<file path="src/design/mbh_pkg.sv">
// ----------------------------------------------------------------------------
// mbh_pkg
// Shared constants and controller/datapath interface types for the
// MurmurHash2 byte hash unit.
// ----------------------------------------------------------------------------
`default_nettype none

package mbh_pkg;

    // mixing multiplier and shift amounts
    localparam logic [31:0] MIX_MUL   = 32'h5bd1_e995;
    localparam int          SHIFT_K   = 24;
    localparam int          SHIFT_F1  = 13;
    localparam int          SHIFT_F2  = 15;

    // datapath operations
    localparam logic [2:0] OP_NONE   = 3'd0;
    localparam logic [2:0] OP_ACCEPT = 3'd1;
    localparam logic [2:0] OP_K1     = 3'd2;
    localparam logic [2:0] OP_K2     = 3'd3;
    localparam logic [2:0] OP_FOLD   = 3'd4;
    localparam logic [2:0] OP_TAIL   = 3'd5;
    localparam logic [2:0] OP_FIN    = 3'd6;
    localparam logic [2:0] OP_OUT    = 3'd7;

    typedef struct packed {
        logic [2:0] op;
    } mbh_cmd_t;

    typedef struct packed {
        logic word_full;   // incoming byte completes a 32-bit word
        logic tail_after;  // leftover bytes held once the incoming item is taken
    } mbh_status_t;

endpackage

`default_nettype wire

</file>
<file path="src/design/mbh_datapath.sv">
// ----------------------------------------------------------------------------
// mbh_datapath
// Hash, word gather and byte count registers around one shared 32-bit
// multiplier by the mixing constant; steps are chosen by the controller.
// ----------------------------------------------------------------------------
`default_nettype none

module mbh_datapath
    import mbh_pkg::*;
(
    input  wire logic        aclk,
    input  wire logic        aresetn,
    input  wire mbh_cmd_t    cmd,
    output mbh_status_t      status,
    input  wire logic [7:0]  s_data_byte,
    input  wire logic        s_byte_present,
    input  wire logic        s_first_of_key,
    input  wire logic [31:0] s_key_length,
    output logic [31:0]      m_hash_value
);

    logic [31:0] hash_reg,   hash_next;
    logic [31:0] gather_reg, gather_next;
    logic [1:0]  count_reg,  count_next;
    logic [31:0] prod_reg,   prod_next;
    logic [31:0] out_reg,    out_next;

    logic [31:0] base_hash;
    logic [31:0] base_gather;
    logic [1:0]  base_count;
    logic [31:0] ins_gather;
    logic [1:0]  ins_count;
    logic [31:0] mul_a;
    logic [31:0] mul_p;

    // a first item restarts the key before its own byte goes in
    always_comb begin
        base_hash   = s_first_of_key ? s_key_length : hash_reg;
        base_gather = s_first_of_key ? 32'd0 : gather_reg;
        base_count  = s_first_of_key ? 2'd0 : count_reg;
        if (s_byte_present) begin
            ins_gather = base_gather | ({24'd0, s_data_byte} << {base_count, 3'b000});
            ins_count  = base_count + 2'd1;
        end else begin
            ins_gather = base_gather;
            ins_count  = base_count;
        end
    end

    assign status.word_full  = s_byte_present && (base_count == 2'd3);
    assign status.tail_after = (ins_count != 2'd0);

    always_comb begin
        case (cmd.op)
            OP_K1:   mul_a = gather_reg;
            OP_K2:   mul_a = prod_reg ^ (prod_reg >> SHIFT_K);
            OP_FOLD: mul_a = hash_reg;
            OP_TAIL: mul_a = hash_reg ^ gather_reg;
            OP_FIN:  mul_a = hash_reg ^ (hash_reg >> SHIFT_F1);
            default: mul_a = hash_reg;
        endcase
    end

    assign mul_p = mul_a * MIX_MUL;

    always_comb begin
        hash_next   = hash_reg;
        gather_next = gather_reg;
        count_next  = count_reg;
        prod_next   = prod_reg;
        out_next    = out_reg;
        case (cmd.op)
            OP_ACCEPT: begin
                hash_next   = base_hash;
                gather_next = ins_gather;
                count_next  = ins_count;
            end
            OP_K1: begin
                prod_next = mul_p;
            end
            OP_K2: begin
                prod_next = mul_p;
            end
            OP_FOLD: begin
                hash_next   = mul_p ^ prod_reg;
                gather_next = 32'd0;
                count_next  = 2'd0;
            end
            OP_TAIL: begin
                hash_next = mul_p;
            end
            OP_FIN: begin
                hash_next = mul_p;
            end
            OP_OUT: begin
                out_next    = hash_reg ^ (hash_reg >> SHIFT_F2);
                hash_next   = 32'd0;
                gather_next = 32'd0;
                count_next  = 2'd0;
            end
            default: begin
            end
        endcase
    end

    always_ff @(posedge aclk) begin
        if (!aresetn) begin
            hash_reg   <= 32'd0;
            gather_reg <= 32'd0;
            count_reg  <= 2'd0;
        end else begin
            hash_reg   <= hash_next;
            gather_reg <= gather_next;
            count_reg  <= count_next;
        end
    end

    always_ff @(posedge aclk) begin
        prod_reg <= prod_next;
        out_reg  <= out_next;
    end

    assign m_hash_value = out_reg;

endmodule

`default_nettype wire

</file>
<file path="src/design/mbh_ctrl.sv">
// ----------------------------------------------------------------------------
// mbh_ctrl
// Sequencer for word mixing, tail fold and finish; owns the input ready
// and the result valid.
// ----------------------------------------------------------------------------
`default_nettype none

module mbh_ctrl
    import mbh_pkg::*;
(
    input  wire logic        aclk,
    input  wire logic        aresetn,
    input  wire logic        s_valid,
    output logic             s_ready,
    input  wire logic        s_last_of_key,
    output logic             m_valid,
    input  wire logic        m_ready,
    output mbh_cmd_t         cmd,
    input  wire mbh_status_t status
);

    localparam logic [2:0] ST_IDLE = 3'd0;
    localparam logic [2:0] ST_K1   = 3'd1;
    localparam logic [2:0] ST_K2   = 3'd2;
    localparam logic [2:0] ST_FOLD = 3'd3;
    localparam logic [2:0] ST_TAIL = 3'd4;
    localparam logic [2:0] ST_FIN  = 3'd5;
    localparam logic [2:0] ST_OUT  = 3'd6;

    logic [2:0] state_reg, state_next;
    logic       last_reg,  last_next;
    logic       valid_reg, valid_next;

    always_comb begin
        state_next = state_reg;
        last_next  = last_reg;
        valid_next = valid_reg && !m_ready;
        cmd.op     = OP_NONE;
        s_ready    = 1'b0;
        case (state_reg)
            ST_IDLE: begin
                s_ready = 1'b1;
                if (s_valid) begin
                    cmd.op    = OP_ACCEPT;
                    last_next = s_last_of_key;
                    if (status.word_full) begin
                        state_next = ST_K1;
                    end else if (s_last_of_key) begin
                        state_next = status.tail_after ? ST_TAIL : ST_FIN;
                    end
                end
            end
            ST_K1: begin
                cmd.op     = OP_K1;
                state_next = ST_K2;
            end
            ST_K2: begin
                cmd.op     = OP_K2;
                state_next = ST_FOLD;
            end
            ST_FOLD: begin
                // a full word leaves nothing over, so no tail fold after it
                cmd.op     = OP_FOLD;
                state_next = last_reg ? ST_FIN : ST_IDLE;
            end
            ST_TAIL: begin
                cmd.op     = OP_TAIL;
                state_next = ST_FIN;
            end
            ST_FIN: begin
                cmd.op     = OP_FIN;
                state_next = ST_OUT;
            end
            ST_OUT: begin
                // wait for the result register to be free
                if (!valid_reg || m_ready) begin
                    cmd.op     = OP_OUT;
                    valid_next = 1'b1;
                    state_next = ST_IDLE;
                end
            end
            default: begin
                state_next = ST_IDLE;
            end
        endcase
    end

    always_ff @(posedge aclk) begin
        if (!aresetn) begin
            state_reg <= ST_IDLE;
            last_reg  <= 1'b0;
            valid_reg <= 1'b0;
        end else begin
            state_reg <= state_next;
            last_reg  <= last_next;
            valid_reg <= valid_next;
        end
    end

    assign m_valid = valid_reg;

endmodule

`default_nettype wire

</file>
<file path="src/design/murmur2_byte_hash_unit.sv">
// ----------------------------------------------------------------------------
// murmur2_byte_hash_unit
// Streaming 32-bit MurmurHash2 (seed 0) over key bytes, at most one byte per transfer.
// ----------------------------------------------------------------------------
//  channel | direction | handshake        | payload
//  s_      | in        | s_valid/s_ready  | data_byte, byte_present, first/last, key_length
//  m_      | out       | m_valid/m_ready  | hash_value
//
//  a byte that does not complete a word keeps the unit ready; one that
//  completes a word runs K1, K2 and FOLD (two mix multiplies and the fold
//  share one 32x32 multiplier); the last transfer of a key adds FIN, with
//  TAIL before it for leftover bytes, then loads the result register once free
//  aresetn clears hash state, sequencer and result valid
//  a waiting result does not block new transfers for the next key
// ----------------------------------------------------------------------------
`default_nettype none

module murmur2_byte_hash_unit
    import mbh_pkg::*;
(
    input  wire logic        aclk,
    input  wire logic        aresetn,
    input  wire logic        s_valid,
    output logic             s_ready,
    input  wire logic [7:0]  s_data_byte,
    input  wire logic        s_byte_present,
    input  wire logic        s_first_of_key,
    input  wire logic        s_last_of_key,
    input  wire logic [31:0] s_key_length,
    output logic             m_valid,
    input  wire logic        m_ready,
    output logic [31:0]      m_hash_value
);

    mbh_cmd_t    cmd;
    mbh_status_t status;

    mbh_ctrl u_ctrl (
        .aclk          (aclk),
        .aresetn       (aresetn),
        .s_valid       (s_valid),
        .s_ready       (s_ready),
        .s_last_of_key (s_last_of_key),
        .m_valid       (m_valid),
        .m_ready       (m_ready),
        .cmd           (cmd),
        .status        (status)
    );

    mbh_datapath u_datapath (
        .aclk           (aclk),
        .aresetn        (aresetn),
        .cmd            (cmd),
        .status         (status),
        .s_data_byte    (s_data_byte),
        .s_byte_present (s_byte_present),
        .s_first_of_key (s_first_of_key),
        .s_key_length   (s_key_length),
        .m_hash_value   (m_hash_value)
    );

`ifndef SYNTHESIS
    // a partial-word byte that ends nothing keeps the unit ready
    a_short_item: assert property (@(posedge aclk) disable iff (!aresetn)
        (s_valid && s_ready && !s_last_of_key && !status.word_full) |=> s_ready)
        else $error("ready dropped after a partial-word transfer");

    // a completed word keeps the unit busy with mixing
    a_word_busy: assert property (@(posedge aclk) disable iff (!aresetn)
        (s_valid && s_ready && status.word_full) |=> !s_ready)
        else $error("new transfer taken during word mixing");

    // the result register is never overwritten while a result is held
    a_no_overwrite: assert property (@(posedge aclk) disable iff (!aresetn)
        (cmd.op == OP_OUT) |-> (!m_valid || m_ready))
        else $error("result loaded over an untaken result");

    // input ready only when the datapath is not mid-sequence
    a_ready_op: assert property (@(posedge aclk) disable iff (!aresetn)
        s_ready |-> (cmd.op == OP_NONE || cmd.op == OP_ACCEPT))
        else $error("ready raised during a datapath step");
`endif

endmodule

`default_nettype wire

</file>
<file path="config.mk">
export PLATFORM = sky130hd
export DESIGN_NAME = murmur2_byte_hash_unit
export DESIGN_NICKNAME = d
export VERILOG_FILES = /design/src/design/mbh_pkg.sv /design/src/design/mbh_datapath.sv /design/src/design/mbh_ctrl.sv /design/src/design/murmur2_byte_hash_unit.sv
export SDC_FILE = /design/constraint.sdc
export NUM_CORES = 1
export LEC_CHECK = 0
export ABC_AREA = 1
export BUFFER_PORTS_ARGS = -buffer_cell sky130_fd_sc_hd__buf_2
export CAP_MARGIN = 25
export CELL_PAD_IN_SITES_DETAIL_PLACEMENT = 0
export CELL_PAD_IN_SITES_GLOBAL_PLACEMENT = 1
export CORE_MARGIN = 4
export CORE_UTILIZATION = 40
export CTS_CLUSTER_SIZE = 16
export DETAILED_ROUTE_END_ITERATION = 16
export HOLD_SLACK_MARGIN = 0.02
export PLACE_DENSITY = 0.7
export SLEW_MARGIN = 10
export SYNTH_ARGS = -nofsm -noshare
export SYNTH_HDL_FRONTEND = slang
export SYNTH_SLANG_ARGS = --single-unit
</file>
<file path="constraint.sdc">
create_clock -name aclk -period 8 [get_ports aclk]
set_input_delay 0.8 -clock aclk [delete_from_list [all_inputs] [get_ports aclk]]
set_output_delay 0.8 -clock aclk [all_outputs]
set_load 0.03 [all_outputs]
</file>
==> reports/qor.csv <==
metric,value,unit
netlist_instances,2088,
seqCellArea,0.003349,mm2
die_w,213.2,um
ys_types,50,
cts_tree,yes,
fin_crit,7641,ps
whs,459.2,ps
start_util,40.90,%
fillCellCount,4060,
cts_root_buf,clkbuf_16,
cts_buffers,17,
placed_area,0.01920,mm2
gp_congestion,1.007,
r2r-start,u_ctrl.state_reg[2],
grt-ovfl-total,0,
yosys_register_bits,135,
yosysSeqAreaShare,19.84,%
critPathRequiredTime,8350,ps
drt_iter0_drc,1215,
r2r_end,u_datapath.hash_reg[22],
clock_latency,430,ps
start_kind,register,
nets,2775,
clockBufferDepth,2,
grt.total_usage,26.23,%
dp.cells,2837,
finalInstanceArea,0.02004,mm2
slowest_stage,fa_1,
antenna-diode-count,0,
vias_per_cell,5.168,
multi_input_area,0.01154,mm2
maxCapViolCount,0,
vias,14860,
synth.most_common_cell,inv_1,
syn_area_per_cell,8.070,um2
netlist_top_cells_area,"fa_1 (21%), ha_1 (16%), edfxtp_1 (11%), inv_1 (11%), nand2_1 (9.5%)",
drt-wirelength-per-cell,20.83,um
ant_nets,0,
min_path_type,register to register,
io_pins,81,
htreeDepth,4,
outcome,finished clean,
io_buffers,80,
worst_pin_slew,884.7,ps
r2r_slack,360,ps
period_share,95.52,%
hold_depth,2,
worst-path-max-fanout,10,
yosys_warnings,0,
remaining_drc_errors,0,
synthTopCellsByCount,"inv_1 (497), nand2_1 (426), ha_1 (217)",
synth-edff-count,64,
synth_area,0.01685,mm2
std_cell_rows,74,
slew-limit-headroom,40.96,%
setup_viol,0,
ctsHoldBuffers,0,
grt_max_degree,44,
drive_gt1_share,16.81,%
final_hold_viol_count,0,
die_h,213.2,um
synth_top_cell_area_share,21.39,%
rr_worst_depth,32,
core-area,0.04120,mm2
max_freq,130.9,MHz
critPathKind,register to register,
postSynth.asyncResetShare,0,%
synth-main-ff-cell,dfxtp_1,
antenna_found_initial,1,
grt_pass1_wl,89620,um
first_pass_iters,5,
dieArea,0.04547,mm2
yosys.area.top_type,fa_1,
hp-start,u_ctrl.last_reg,
dp_hpwl,49950,um
slew_violations,0,
clock_skew,14.85,ps
crit_top_cell,fa_1,
instances_no_fill,2876,
critPathCaptureType,register,
hold_end,u_ctrl.last_reg,
synthToLayoutAreaGrowth,18.95,%
grt_pass1_vias,14690,
clk_pin_slew,60,ps
synth.net_count,2532,
totalWireLength,59900,um
slowest_delay,510,ps
clock_sinks,135,
cp.arrival,7990,ps
==> worst max path at each step <==
stage / startpoint / endpoint / slack [ps] / cells past startpoint
finish: u_ctrl.state_reg[2] / u_datapath.hash_reg[22] / 360 / 32
global route: u_ctrl.state_reg[2] / u_datapath.hash_reg[31] / -50 / 39
CTS: u_ctrl.state_reg[1] / u_datapath.hash_reg[30] / 20 / 32
detailed placement: m_ready / u_datapath.hash_reg[30] / -250 / 34
global placement: m_ready / u_datapath.hash_reg[31] / -160 / 38
floorplan: m_ready / u_datapath.hash_reg[28] / 160 / 37
==> layout make-up <==
type | instances | share of cell area [%]
flip-flops and latches | 135 | 16.71
clock inverters | 13 | 0.6555
multi-input cells | 1382 | 57.56
well taps | 532 | 3.321
inverters | 507 | 9.570
repair buffers | 288 | 9.969
clock buffers | 19 | 2.210
==> critical path, delay by kind of cell, from the launching register on <==
kind            cells  cell delay, ps
simple gates        4             550
compound gates      7            1360
xor+xnor            1             160
buf+inv            11            1290
fa+ha+maj           9            3800
flops               1             380
==> routing by layer <==
layer / track usage (%) / wire length [um] / vias to the layer above
met5: 0 / 19 / -
met4: 6.665 / 1699 / 2
li1: - / - / 7082
met2: 43.92 / 27940 / 534
met1: 36.59 / 26590 / 7167
met3: 2.836 / 3647 / 77
==> stage by stage <==
step,TNS [ps],utilization [%],setup slack [ps]
CTS,0,47.98,19.95
global route,-81.91,48.65,-51.00
finish,0,48.65,358.7
global placement,-977.2,46.54,-163.4
floorplan,0,-,161.5
detailed placement,-1134,46.59,-249.9
==> timing repair <==
item	4_1_cts	5_1_grt
buffers inserted	0	5
gates cloned	0	2
setup endpoints to repair	1	24
gates resized for setup	2	66
pin swaps	0	5
==> cell usage in the layout, fill, tap and decap left out, drive strengths merged, types with 17 or more instances in the layout <==
master  count
a21oi     101
xor2       53
o21ai     102
nand2     432
clkbuf     19
nand4      17
nor2       61
edfxtp     64
dfxtp      71
xnor2      35
buf       288
nand3      60
o22ai      25
fa        180
inv       502
ha        217
==> cells by family after synthesis <==
family | synth area share (%)
AO/OA/AOI/OAI | 10.71
AND/OR/NAND/NOR | 14.39
flip-flops | 19.84
buffers and inverters | 12.99
XOR/XNOR | 4.574
adder cells (fa/ha/maj) | 37.50
Power is left out: the tool's default activity adds up to more than one toggle a clock period on the data nets, which glitch-free logic cannot reach.
